File: src/hw/rtl/pbc_pkg.sv
// pbc_pkg: shared types, constants and helpers for the power button controller
// no dependencies; imported by pbc_step and power_button_controller
package pbc_pkg;

    localparam int TIME_BITS = 20;
    localparam int CFG_BITS  = 16;

    typedef logic [TIME_BITS-1:0] pbc_time_t;
    typedef logic [CFG_BITS-1:0]  pbc_cfg_t;

    // configuration register indexes
    typedef enum logic [0:0] {
        REG_RELEASE    = 1'b0,
        REG_LONG_PRESS = 1'b1
    } pbc_reg_idx_t;

    localparam pbc_cfg_t RELEASE_RESET    = CFG_BITS'(5000);
    localparam pbc_cfg_t LONG_PRESS_RESET = CFG_BITS'(50000);

    // controller state carried from tick to tick
    typedef struct packed {
        pbc_time_t tick_now;
        logic      power_on_level;
        logic      on_pressed;
        logic      on_released;
        pbc_time_t on_release_stamp;
        logic      off_pressed;
        pbc_time_t off_press_stamp;
        logic      off_released;
        pbc_time_t off_release_stamp;
        logic      off_done;
    } pbc_state_t;

    // one result per tick
    typedef struct packed {
        logic power_enable;
        logic power_on_event;
        logic shutdown_request;
        logic forced_off;
    } pbc_result_t;

    // everything cleared, power enabled
    function automatic pbc_state_t reset_state();
        pbc_state_t s;
        s                = '0;
        s.power_on_level = 1'b1;
        return s;
    endfunction

    localparam pbc_state_t STATE_RESET = reset_state();

    // modular elapsed time strictly above the limit
    function automatic logic exceeds(pbc_time_t earlier, pbc_time_t later, pbc_cfg_t limit);
        pbc_time_t span;
        span = later - earlier;
        return span > TIME_BITS'(limit);
    endfunction

endpackage

File: src/hw/rtl/pbc_step.sv
// pbc_step: combinational next-state and result logic for one key tick
// depends on pbc_pkg
module pbc_step
    import pbc_pkg::*;
(
    input  pbc_state_t  state_cur,
    input  logic        key_high,
    input  pbc_cfg_t    release_ticks,
    input  pbc_cfg_t    long_press_ticks,
    output pbc_state_t  state_nxt,
    output pbc_result_t result
);

    always_comb
    begin
        pbc_state_t s;
        pbc_time_t  now;
        logic       ev_on;
        logic       ev_req;
        logic       ev_forced;

        s         = state_cur;
        now       = state_cur.tick_now;
        ev_on     = 1'b0;
        ev_req    = 1'b0;
        ev_forced = 1'b0;

        if ((!s.power_on_level || s.on_pressed) && !s.off_pressed)
        begin
            // power-off side tracker
            if (!s.on_pressed && !key_high)
            begin
                s.on_pressed     = 1'b1;
                s.power_on_level = 1'b1;
                ev_on            = 1'b1;
            end
            if (s.on_pressed && !s.on_released && key_high)
            begin
                s.on_released      = 1'b1;
                s.on_release_stamp = now;
            end
            if (s.on_released)
            begin
                if (exceeds(s.on_release_stamp, now, release_ticks))
                begin
                    s.on_pressed       = 1'b0;
                    s.on_released      = 1'b0;
                    s.on_release_stamp = '0;
                end
                if (!key_high)
                begin
                    s.on_released = 1'b0;
                end
            end
        end
        else if ((s.power_on_level || s.off_pressed) && !s.on_pressed)
        begin
            // power-on side tracker
            if (!s.off_pressed && !key_high)
            begin
                s.off_pressed     = 1'b1;
                s.off_press_stamp = now;
            end
            if (s.off_pressed && !s.off_released && key_high)
            begin
                s.off_released      = 1'b1;
                s.off_release_stamp = now;
            end
            if (s.off_released)
            begin
                if (exceeds(s.off_release_stamp, now, release_ticks))
                begin
                    if (!s.off_done &&
                        exceeds(s.off_press_stamp, s.off_release_stamp, long_press_ticks))
                    begin
                        ev_req = 1'b1;
                    end
                    s.off_pressed       = 1'b0;
                    s.off_press_stamp   = '0;
                    s.off_released      = 1'b0;
                    s.off_release_stamp = '0;
                    s.off_done          = 1'b0;
                end
                if (!key_high)
                begin
                    s.off_released = 1'b0;
                end
            end
            // held press past the long-press limit
            if (s.off_pressed && !s.off_done &&
                exceeds(s.off_press_stamp, now, long_press_ticks))
            begin
                ev_req           = 1'b1;
                ev_forced        = 1'b1;
                s.power_on_level = 1'b0;
                s.off_done       = 1'b1;
            end
        end

        s.tick_now = now + TIME_BITS'(1);

        state_nxt               = s;
        result.power_enable     = s.power_on_level;
        result.power_on_event   = ev_on;
        result.shutdown_request = ev_req;
        result.forced_off       = ev_forced;
    end

endmodule

File: src/hw/rtl/power_button_controller.sv
// power_button_controller: top level, tick input register, state and result register
// depends on pbc_pkg and pbc_step
//
// usage
//   input channel: one transfer per 100 us tick, key_level is the sampled power key
//   (0 pressed, 1 released); only its value at the transfer matters
//   output channel: one result transfer per input transfer, in order:
//   power_enable level after the tick plus three one-tick event flags
//   (power_on_event, shutdown_request, forced_off)
//   config port: cfg_we with cfg_index selects release_ticks (0) or
//   long_press_ticks (1); cfg_data is taken at once, write only while idle
// timing
//   a transferred tick sits in the input register; the step logic evaluates it
//   against the tracker state and the result is loaded once the result register
//   is free or being drained, which raises out_valid
//   throughput is one tick per cycle while out_ready stays high: the input
//   register refills on the same edge that moves its tick into the result register
// reset
//   clears both valid flags, tick counter and trackers; the tracked power level
//   resets high and the limits return to 5000 and 50000 ticks
// stall
//   while a result is offered and out_ready is low the result holds, the pending tick
//   waits in the input register and in_ready drops once that register is occupied
module power_button_controller
    import pbc_pkg::*;
(
    input  logic         clk,
    input  logic         rst_n,
    // tick input channel
    input  logic         in_valid,
    output logic         in_ready,
    input  logic         key_level,
    // result channel
    output logic         out_valid,
    input  logic         out_ready,
    output logic         power_enable,
    output logic         power_on_event,
    output logic         shutdown_request,
    output logic         forced_off,
    // configuration write port
    input  logic         cfg_we,
    input  logic [0:0]   cfg_index,
    input  pbc_cfg_t     cfg_data
);

    // input register
    logic        in_valid_reg;
    logic        key_reg;

    // result register
    logic        out_valid_reg;
    pbc_result_t result_reg;

    // tracker state and limits
    pbc_state_t  state_reg;
    pbc_state_t  state_next;
    pbc_result_t result_next;
    pbc_cfg_t    release_reg;
    pbc_cfg_t    long_press_reg;

    logic        advance;

    // the held tick moves on when the result slot is free or being drained
    assign advance  = in_valid_reg && (!out_valid_reg || out_ready);
    assign in_ready = !in_valid_reg || advance;

    pbc_step u_step (
        .state_cur        (state_reg),
        .key_high         (key_reg),
        .release_ticks    (release_reg),
        .long_press_ticks (long_press_reg),
        .state_nxt        (state_next),
        .result           (result_next)
    );

    // input stage
    always_ff @(posedge clk or negedge rst_n)
    begin
        if (!rst_n)
        begin
            in_valid_reg <= 1'b0;
        end
        else if (in_ready)
        begin
            in_valid_reg <= in_valid;
        end
    end

    always_ff @(posedge clk)
    begin
        if (in_valid && in_ready)
        begin
            key_reg <= key_level;
        end
    end

    // tracker state updates once per tick that reaches the result register
    always_ff @(posedge clk or negedge rst_n)
    begin
        if (!rst_n)
        begin
            state_reg <= STATE_RESET;
        end
        else if (advance)
        begin
            state_reg <= state_next;
        end
    end

    // result stage
    always_ff @(posedge clk or negedge rst_n)
    begin
        if (!rst_n)
        begin
            out_valid_reg <= 1'b0;
        end
        else if (advance)
        begin
            out_valid_reg <= 1'b1;
        end
        else if (out_ready)
        begin
            out_valid_reg <= 1'b0;
        end
    end

    always_ff @(posedge clk)
    begin
        if (advance)
        begin
            result_reg <= result_next;
        end
    end

    // configuration registers
    always_ff @(posedge clk or negedge rst_n)
    begin
        if (!rst_n)
        begin
            release_reg    <= RELEASE_RESET;
            long_press_reg <= LONG_PRESS_RESET;
        end
        else if (cfg_we)
        begin
            unique case (pbc_reg_idx_t'(cfg_index))
                REG_RELEASE:    release_reg    <= cfg_data;
                REG_LONG_PRESS: long_press_reg <= cfg_data;
                default:        ;
            endcase
        end
    end

    assign out_valid        = out_valid_reg;
    assign power_enable     = result_reg.power_enable;
    assign power_on_event   = result_reg.power_on_event;
    assign shutdown_request = result_reg.shutdown_request;
    assign forced_off       = result_reg.forced_off;

endmodule

File: config.mk
export PLATFORM = sky130hd
export DESIGN_NAME = power_button_controller
export DESIGN_NICKNAME = d
export VERILOG_FILES = /design/src/hw/rtl/pbc_pkg.sv /design/src/hw/rtl/pbc_step.sv /design/src/hw/rtl/power_button_controller.sv
export SDC_FILE = /design/constraint.sdc
export NUM_CORES = 1
export LEC_CHECK = 0
export BUFFER_PORTS_ARGS = -buffer_cell sky130_fd_sc_hd__buf_2
export CAP_MARGIN = 20
export CORE_MARGIN = 4
export CORE_UTILIZATION = 55
export DETAILED_ROUTE_END_ITERATION = 10
export PLACE_DENSITY = 0.71
export SETUP_SLACK_MARGIN = 0.5
export SLEW_MARGIN = 20
export SYNTH_ARGS = -nofsm -noshare
export SYNTH_HDL_FRONTEND = slang
export SYNTH_HIERARCHICAL = 1
export SYNTH_SLANG_ARGS = --single-unit
File: constraint.sdc
create_clock -name clk -period 11.7 [get_ports clk]
set_clock_uncertainty 0.15 [all_clocks]
set_input_delay 1.17 -clock clk [delete_from_list [all_inputs] [get_ports clk]]
set_output_delay 1.17 -clock clk [all_outputs]
set_load 0.005 [all_outputs]
==> results of run 1 <==
## per-layer routing
layer | wire [um] | part of all wire, % | GRT usage, %
met1 | 14800 | 47 | 36.1
met2 | 14300 | 45 | 41.4
met3 | 1790 | 5.6 | 4.23
met4 | 815 | 2.6 | 8.48
met5 | 0 | 0 | 0
## worst paths after layout
check,start,endpoint,slack (ps),cells past startpoint
worst max-delay path,state_reg[42],state_reg[0],2470,42
max in group asynchronous,rst_n,state_reg[10],9440,2
min in group asynchronous,rst_n,state_reg[68],640,1
worst min-delay path,long_press_reg[10],long_press_reg[10],360,1
worst max register to register,state_reg[42],state_reg[0],2470,42
worst min register to register,long_press_reg[10],long_press_reg[10],360,1
## layout by cell type, fill, tap and decap left out, drive strengths merged, types with 8 or more instances in the layout
master | netlist | layout
nand4 | 18 | 18
o21ai | 88 | 88
xor2 | 11 | 11
inv | 83 | 88
or2 | 24 | 24
nor2 | 95 | 95
a21oi | 94 | 94
nand2b | 23 | 23
xnor2 | 64 | 64
ha | 133 | 133
nor3 | 14 | 14
a211oi | 27 | 27
o31ai | 16 | 16
dfrtp | 108 | 108
a31oi | 10 | 10
mux2 | 120 | 120
dfstp | 12 | 12
clkbuf | 34 | 19
o211ai | 8 | 8
nand2 | 122 | 122
a21o | 26 | 26
mux2i | 49 | 49
o21a | 19 | 19
nand3 | 28 | 28
nor2b | 23 | 23
buf | 22 | 40
## synthesized netlist by cell type, drive strengths merged, types with 4 or more instances
| cell | number | area share [%] |
|---|---|---|
| a211o | 4 | 0.29 |
| a211oi | 27 | 1.7 |
| a21o | 26 | 1.6 |
| a21oi | 94 | 3.8 |
| a311oi | 4 | 0.29 |
| a31oi | 10 | 0.63 |
| a32o | 4 | 0.34 |
| and2 | 5 | 0.26 |
| and3 | 7 | 0.36 |
| and4 | 5 | 0.36 |
| buf | 22 | 1.2 |
| clkbuf | 34 | 1.0 |
| dfrtp | 108 | 22 |
| dfstp | 12 | 2.6 |
| edfxtp | 5 | 1.2 |
| ha | 133 | 14 |
| inv | 83 | 2.5 |
| maj3 | 5 | 0.41 |
| mux2 | 120 | 12 |
| mux2i | 49 | 4.0 |
| nand2 | 122 | 3.8 |
| nand2b | 23 | 1.2 |
| nand3 | 28 | 1.1 |
| nand4 | 18 | 0.92 |
| nor2 | 95 | 2.9 |
| nor2b | 23 | 1.2 |
| nor3 | 14 | 0.57 |
| o211ai | 8 | 0.53 |
| o21a | 19 | 1.2 |
| o21ai | 88 | 3.6 |
| o22ai | 5 | 0.26 |
| o31a | 7 | 0.50 |
| o31ai | 16 | 0.98 |
| or2 | 24 | 1.2 |
| or3 | 7 | 0.36 |
| xnor2 | 64 | 4.6 |
| xor2 | 11 | 0.79 |
## final cells by class
type                       count  share of cell area, %
clock inverter                13                   1.14
sequential                   125                   24.0
inverter                      83                   2.36
clock buffer                  19                   3.52
timing repair buffer          40                   1.76
multi-input combinational   1115                   64.6
tap                          280                   2.65
## critical path: cells and delay by family (launching register included)
| kind | cells | cell delay [ps] |
|---|---|---|
| and+or+nand+nor | 11 | 2590 |
| xor gates and xnor gates | 2 | 300 |
| DFF | 1 | 700 |
| buffers and inverters | 3 | 450 |
| AOI/OAI and AO/OA | 19 | 3100 |
| muxes | 2 | 500 |
| adders and majority gates | 5 | 1290 |
## power by group
group | switching (mW) | leakage [nW] | internal [mW] | total (mW)
Combinational | 1.55 | 4.55 | 1.27 | 2.82
Clock | 0.222 | 0.302 | 0.336 | 0.559
Sequential | 0.124 | 1.57 | 0.534 | 0.658
## stage by stage
step           hold slack [ps]  total power [mW]  cell area (um2)  std cells
2_1_floorplan              327              2.84            12200       1379
3_3_place_gp               340              3.34            12600       1643
3_5_place_dp               344              3.43            12600       1643
4_1_cts                    359              4.01            13200       1675
5_1_grt                    377              4.41            13200       1675
6_report                   356              4.04            13200       1675
## cells by family after synthesis
logic type / Yosys count / share of synthesized area, %
AO/OA/AOI/OAI: 346 / 18.3
multiplexers: 169 / 15.9
XOR/XNOR: 75 / 5.37
AND/OR/NAND/NOR: 384 / 15.3
buffers and inverters: 139 / 4.74
adder cells (fa/ha/maj): 141 / 14.5
flip-flops: 125 / 25.9
==> results.ini, run 1 <==
[worst_hold_path]
hold_class=flop to flop

[sta]
max_slew_margin_pct=36.4
min_period_ps=9230
min_period_over_period_pct=78.9
max_freq_mhz=108
tightest_slew_ps=950
finalWorstSetupSlack_ps=2470
tns_ps=0
setup_viol=0
hold_violations=0
drv_slew=0
rsz0062_at_grt=false

[grt]
grt_usage_pct=26.0
grt_pass1_vias=9952
antenna_found_initial=0
grt_overflow=0
grt_pass1_wl_mm=51.3
grt_max_degree=72

[cts]
clkTransAtPathRegs_ps=70
htree_levels=4
cts_hold_buf=0
cts-resized-gates=0
cts_sinks=125
clkLatencyLatePin_ps=430
post-cts-setup-buffers=0
cts_tree=done
cts-root-buf=clkbuf_16
cts_made_buffers=17
cts_buffer_depth=2

[critical_path]
cp_max_fo=46
critical_path_class=flop to flop
required_ps=11870
critical_path_arrival_ps=9400
critPathSlowestCell=dfrtp_1
cp-end-kind=flop
startpoint_type=flop
cp_slowest_stage_delay_ps=700

[run]
cap_violations=0

[layout]
multi_input_area_um2=8520
register_area_um2=3170
areaGrowthSynthToFinish_pct=7.79
fillers=1898
post-route-util_pct=60.3
drive_above_1_share_pct=17.7
antenna_cells=0
nNetsFinal=1541
largest_reg_flops=86

[floorplanning]
die_w_um=157
core_region_area_um2=21900
row_count=54
io_pins=29
die_h_um=157
start_util_pct=55.9
dieArea_um2=24700

[logic_synthesis]
ys_seq_area_share_pct=25.9
ys.flop_type=dfrtp_1
synth_edf_count=5
synth.avg_cell_area_um2=8.88
ys_ff_latch=125
synth_async_sr_flop_share_pct=96.0
synth_cell_types=77
syn_nets=1538
syn-cell-area_um2=12200
synth_cells=1379
yosysWarnings=6

[routing]
drtAntennaViolNets=0
via_per_inst=6.19
drc=0
wl_mm=31.8
dr_total_vias=10400
drtIter0Drc=873
wl_per_cell_um=19.0
drt-pass1-iter-count=6

[placement]
place_congestion=0.908
port_buffers=28
pre_cts_ws_ps=2540
hpwl_mm=24.0

[pwr]
pwr_density_cell_nw_per_um2=306
ir_worst_vdd_uv=182
power_leakage_nw=6.43

[status]
outcome=finished clean

No activity file was read; power rests on OpenSTA's default activity.
==> run 2: changes to the inputs <==
Settings changed: PLACE_DENSITY 0.71 to 0.74.
Clock period 11.7 ns to 8.3 ns, I/O delays scaled along.
==> run 2 against run 1 <==
Compared with the run above: core utilization increased by 3.7 points; first-iteration DRC count up 7.1%; combinational power up 73%; critical path depth shrank 1; register-to-register slack worse by 2100 ps; cell area grew 6.2%; final cell count up 3.3%; largest cell class unchanged.
==> results.ini, run 2 (synthesis gave the netlist of run 1 again) <==
[grt]
grt_max_degree=72  ; unchanged
grt_pass1_wl_mm=53.9  ; was 51.3 mm
grt_pass1_vias=10400  ; was 9952
grt_overflow=0  ; unchanged
antenna_found_initial=0  ; unchanged
grt_usage_pct=27.5  ; was 26.0%

[sta]
rsz0062_at_grt=true  ; was false
max_freq_mhz=126  ; was 108 MHz
tns_ps=0  ; unchanged
drv_slew=0  ; unchanged
tightest_slew_ps=942  ; was 950 ps
min_period_ps=7920  ; was 9230 ps
hold_violations=0  ; unchanged
min_period_over_period_pct=95.4  ; was 78.9%
max_slew_margin_pct=37.2  ; was 36.4%
setup_viol=0  ; unchanged

[layout]
nNetsFinal=1596  ; was 1541
drive_above_1_share_pct=24.3  ; was 17.7%
fillers=1779  ; was 1898
layout_common_cells=ha_1 (122), nand2_1 (121), dfrtp_1 (108)  ; was ha_1 (133), nand2_1 (121), dfrtp_1 (108)
final_common_cell=ha_1  ; unchanged
antenna_cells=0  ; unchanged
register_area_um2=3170  ; unchanged
multi_input_area_um2=8870  ; was 8520 um2
post-route-util_pct=64.0  ; was 60.3%
largest_reg_flops=86  ; unchanged
areaGrowthSynthToFinish_pct=14.5  ; was 7.79%

[placement]
place_congestion=0.940  ; was 0.908
hpwl_mm=24.8  ; was 24.0 mm
port_buffers=28  ; unchanged

[critical_path]
cp-end-kind=flop  ; unchanged
critical_path_class=flop to flop  ; unchanged
critical_path_arrival_ps=8070  ; was 9400 ps
path_common_cell=a21oi_2
startpoint_type=flop  ; unchanged
cp_slowest_stage_delay_ps=510  ; was 700 ps
cp_top_family=compound AO/OA/AOI/OAI gates  ; unchanged
critPathSlowestCell=or4bb_1  ; was dfrtp_1
cp.buffers_inverters=3  ; unchanged
required_ps=8460  ; was 11870 ps
cp_max_fo=7  ; was 46

[cts]
clkLatencyLatePin_ps=440  ; was 430 ps
cts_tree=done  ; unchanged
clkTransAtPathRegs_ps=70  ; about the same
cts-root-buf=clkbuf_16  ; unchanged
htree_levels=4  ; unchanged
cts_made_buffers=17  ; unchanged
cts_sinks=125  ; unchanged
cts_buffer_depth=2  ; unchanged
cts_hold_buf=0  ; unchanged

[pwr]
p_seq_share_pct=13.7  ; was 16.3%
p_clk_share_pct=12.0  ; was 13.8%
ir_worst_vdd_uv=323  ; was 182 uV
p_int_mw=3.56  ; was 2.14 mW
pwr_density_cell_nw_per_um2=470  ; was 306 nW/um2
power_leakage_nw=6.77  ; was 6.43 nW
switchingPower_mw=3.03  ; was 1.90 mW
switching_share_pct=46.0  ; was 46.9%
combPwrFrac_pct=74.3  ; was 69.9%

[routing]
drt-pass1-iter-count=7  ; was 6
dr_total_vias=10800  ; was 10400
drtAntennaViolNets=0  ; unchanged
drc=0  ; unchanged
wl_per_cell_um=19.8  ; was 19.0 um
wl_mm=34.2  ; was 31.8 mm
drtIter0Drc=935  ; was 873
via_per_inst=6.25  ; was 6.19

[floorplanning]
dieArea_um2=24700  ; unchanged
start_util_pct=55.9  ; unchanged
row_count=54  ; unchanged
io_pins=29  ; unchanged
core_region_area_um2=21900  ; unchanged
die_w_um=157  ; unchanged
die_h_um=157  ; unchanged

[worst_hold_path]
hold_class=flop to flop  ; unchanged

[run]
cap_violations=0  ; unchanged

[status]
outcome=finished clean  ; unchanged

[run 2: changes by cell type in the layout (fill, tap and decap cells not counted), sizes merged]
cell,previous run,this run
buf,40,94
clkbuf,19,20
inv,88,90
clkinv,5,2
clkinvlp,1,2
[run 2: path summary, 6_finish.rpt]
path	startpoint	to	slack (ps)	cells past startpoint
max	state_reg[21]	state_reg[0]	380	41
min	long_press_reg[12]	long_press_reg[12]	360	1
max reg2reg	state_reg[21]	state_reg[0]	380	41
min reg2reg	long_press_reg[12]	long_press_reg[12]	360	1
max in group asynchronous	rst_n	state_reg[19]	6380	2
min in group asynchronous	rst_n	state_reg[45]	380	1
[run 2: routing by layer]
layer | global-route usage [%] | up-vias | wire [um] | part of all wire (%)
met5 | 0 | - | 0 | 0
met2 | 44.0 | 402 | 15800 | 46
met3 | 4.21 | 95 | 2220 | 6.5
li1 | - | 5106 | - | -
met1 | 36.9 | 5203 | 14800 | 43
met4 | 12.1 | 0 | 1390 | 4.1
[run 2: what timing repair did]
| action | 4_1_cts | 5_1_grt |
|---|---|---|
| pin swaps | 22 | 41 |
| gates cloned | 0 | 1 |
| setup endpoints to repair | 5 | 5 |
| setup buffers | 21 | 19 |
| gates resized for setup | 47 | 42 |
[run 2: power by group through the flow]
| stage | clock, mW | sequential (mW) | combinational, mW |
|---|---|---|---|
| 4_1_cts | 0.795 | 0.901 | 4.40 |
| 6_report | 0.789 | 0.904 | 4.89 |
| 3_5_place_dp | 0 | 0.903 | 4.02 |
| 5_1_grt | 0.821 | 0.923 | 5.37 |
| 2_1_floorplan | 0 | 0.850 | 3.17 |
| 3_3_place_gp | 0 | 0.899 | 3.89 |
[run 2: final cells by class]
class / instances / area share, %
clock buffers: 19 / 3.24
multi-input cells: 1115 / 63.3
clock inverters: 13 / 1.07
flip-flops and latches: 125 / 22.6
repair buffers: 95 / 5.04
inverters: 83 / 2.22
well taps: 280 / 2.50
[run 2: metrics by stage]
step	hold WS [ps]	worst slack (ps)	std cells	total power [mW]	area, um2
after CTS	363	504	1710	6.09	13600
after floorplan	327	502	1379	4.02	12300
after global routing	383	93.1	1730	7.12	14000
final	365	385	1730	6.59	14000
after global placement	342	295	1657	4.78	12700
after detailed placement	348	91.5	1657	4.92	12700
==> run 3: changes to the inputs <==
Settings changed: CORE_UTILIZATION 55 to 59, PLACE_DENSITY 0.74 to 0.79.
==> run 3 against run 2 <==
Compared with the run above: wire length grew 0.27%; combinational power down 2%; sequential cell count did not move; highest routed layer unchanged; sequential share of layout area increased by 0.17 points; final cell count decreased by 1.3%; sequential power about the same; worst setup slack got worse by 6.9 ps.
==> results.ini, run 3 (synthesis gave the netlist of run 1 again) <==
[sta]
tightest_slew_ps=1070  ; was 942 ps
max_slew_margin_pct=28.5  ; was 37.2%
min_period_ps=7920  ; about the same
rsz0062_at_grt=true  ; unchanged
drv_slew=0  ; unchanged
min_period_over_period_pct=95.4  ; about the same
hold_violations=0  ; unchanged
finalWorstSetupSlack_ps=378  ; was 385 ps
tns_ps=0  ; unchanged
max_freq_mhz=126  ; about the same
whs_ps=229  ; was 365 ps
setup_viol=0  ; unchanged

[cts]
cts_made_buffers=17  ; unchanged
cts_hold_buf=0  ; unchanged
cts-root-buf=clkbuf_16  ; unchanged
cts_sinks=125  ; unchanged
clkLatencyLatePin_ps=420  ; was 440 ps
htree_levels=4  ; unchanged
clkTransAtPathRegs_ps=70  ; about the same
cts_tree=done  ; unchanged
cts_buffer_depth=2  ; unchanged

[floorplanning]
core_region_area_um2=20300  ; was 21900 um2
start_util_pct=60.3  ; was 55.9%
dieArea_um2=23100  ; was 24700 um2
die_h_um=152  ; was 157 um
io_pins=29  ; unchanged
die_w_um=152  ; was 157 um
row_count=52  ; was 54

[critical_path]
cp_max_fo=4  ; was 7
critical_path_arrival_ps=8080  ; was 8070 ps
critical_path_class=flop to flop  ; unchanged
cp-startpoint=state_reg[21]  ; unchanged
reg2regPathDepth=40  ; was 41
required_ps=8460  ; about the same
cp_slowest_stage_delay_ps=540  ; was 510 ps
startpoint_type=flop  ; unchanged
cp-end-kind=flop  ; unchanged
critPathSlowestCell=or4bb_1  ; unchanged
regToRegStartpoint=state_reg[21]  ; unchanged

[status]
outcome=finished clean  ; unchanged

[layout]
multi_input_area_um2=8900  ; was 8870 um2
nNetsFinal=1583  ; was 1596
fillers=1597  ; was 1779
drive_above_1_share_pct=23.7  ; was 24.3%
layout_common_cells=nand2_1 (121), ha_1 (121), dfrtp_1 (107)  ; was ha_1 (122), nand2_1 (121), dfrtp_1 (108)
post-route-util_pct=68.6  ; was 64.0%
largest_reg_flops=86  ; unchanged
areaGrowthSynthToFinish_pct=13.7  ; was 14.5%
register_area_um2=3170  ; about the same
antenna_cells=0  ; unchanged

[routing]
wl_per_cell_um=20.1  ; was 19.8 um
via_per_inst=6.39  ; was 6.25
dr_total_vias=10900  ; was 10800
wl_mm=34.3  ; was 34.2 mm
drc=0  ; unchanged
drt-pass1-iter-count=6  ; was 7
drtIter0Drc=1182  ; was 935
drtAntennaViolNets=0  ; unchanged

[grt]
grt_overflow=0  ; unchanged
grt_pass1_wl_mm=54.2  ; was 53.9 mm
grt_max_degree=82  ; was 72
antenna_found_initial=0  ; unchanged
grt_usage_pct=28.4  ; was 27.5%
grt_pass1_vias=10600  ; was 10400

[pwr]
switchingPower_mw=3.04  ; was 3.03 mW
pwr_density_cell_nw_per_um2=466  ; was 470 nW/um2
ir_worst_vdd_uv=357  ; was 323 uV
p_seq_share_pct=13.9  ; was 13.7%
combPwrFrac_pct=73.6  ; was 74.3%
power_leakage_nw=6.70  ; was 6.77 nW
switching_share_pct=46.9  ; was 46.0%
p_clk_share_pct=12.4  ; was 12.0%
p_int_mw=3.45  ; was 3.56 mW

[placement]
port_buffers=28  ; unchanged
place_congestion=0.977  ; was 0.940
pre_cts_ws_ps=54.5  ; was 91.5 ps
hpwl_mm=24.7  ; was 24.8 mm

[worst_hold_path]
hold_class=primary input to async pin  ; was flop to flop

[run]
cap_violations=0  ; unchanged

[run 3: cell count changes in the layout (fill, tap and decap cells not counted), sizes merged]
cell      change
buf          -12
inv           +3
clkinvlp      -2
clkbuf        -1
clkinv        -1
[run 3: critical path: cells and delay by family (launching register included)]
family | cells | cell delay, ps
and+or+nand+nor | 11 | 2360
DFF | 1 | 370
xor gates and xnor gates | 1 | 70
muxes | 3 | 630
buffers and inverters | 4 | 470
AOI/OAI and AO/OA | 16 | 2630
adders and majority gates | 5 | 1110
[run 3: what timing repair did]
item / CTS / global route
endpoints found under the setup margin: 5 / 5
gates resized for setup: 38 / 41
buffers inserted: 12 / 11
pin swaps: 25 / 44
gates cloned: 1 / 0
[run 3: final cells by class]
class                           count  share of cell area, %
Timing Repair Buffer               82                   4.10
Sequential cell                   125                   22.8
Clock buffer                       19                   3.34
Tap cell                          270                   2.43
Inverter                           83                   2.24
Multi-Input combinational cell   1115                   63.9
Clock inverter                     13                   1.18
[run 3: worst paths after layout]
check,endpoint,slack [ps]
worst max-delay path,state_reg[0],380
max in group asynchronous,state_reg[15],6630
worst min-delay path,state_reg[69],230
worst min register to register,long_press_reg[7],360
min in group clk,long_press_reg[7],360
worst max register to register,state_reg[0],380
[run 3: metrics by stage]
stage	cells	power [mW]	area (um2)
floorplan	1379	4.02	12300
global placement	1651	4.77	12700
detailed placement	1651	4.92	12700
CTS	1696	6.08	13600
global route	1707	6.99	13900
finish	1707	6.49	13900
[run 3: metal layers]
| layer | routed length [um] | track usage (%) | vias up |
|---|---|---|---|
| met5 | 0 | 0 | - |
| met4 | 1420 | 12.0 | 0 |
| met3 | 2770 | 6.14 | 83 |
| met2 | 15500 | 44.3 | 497 |
| met1 | 14600 | 38.3 | 5241 |
| li1 | - | - | 5088 |
[run 3: power groups by stage]
stage / logic (mW) / clock network [mW] / registers [mW]
after floorplan: 3.17 / 0 / 0.850
after global placement: 3.88 / 0 / 0.894
after detailed placement: 4.02 / 0 / 0.899
after CTS: 4.37 / 0.816 / 0.897
after global routing: 5.22 / 0.847 / 0.922
final: 4.78 / 0.807 / 0.904
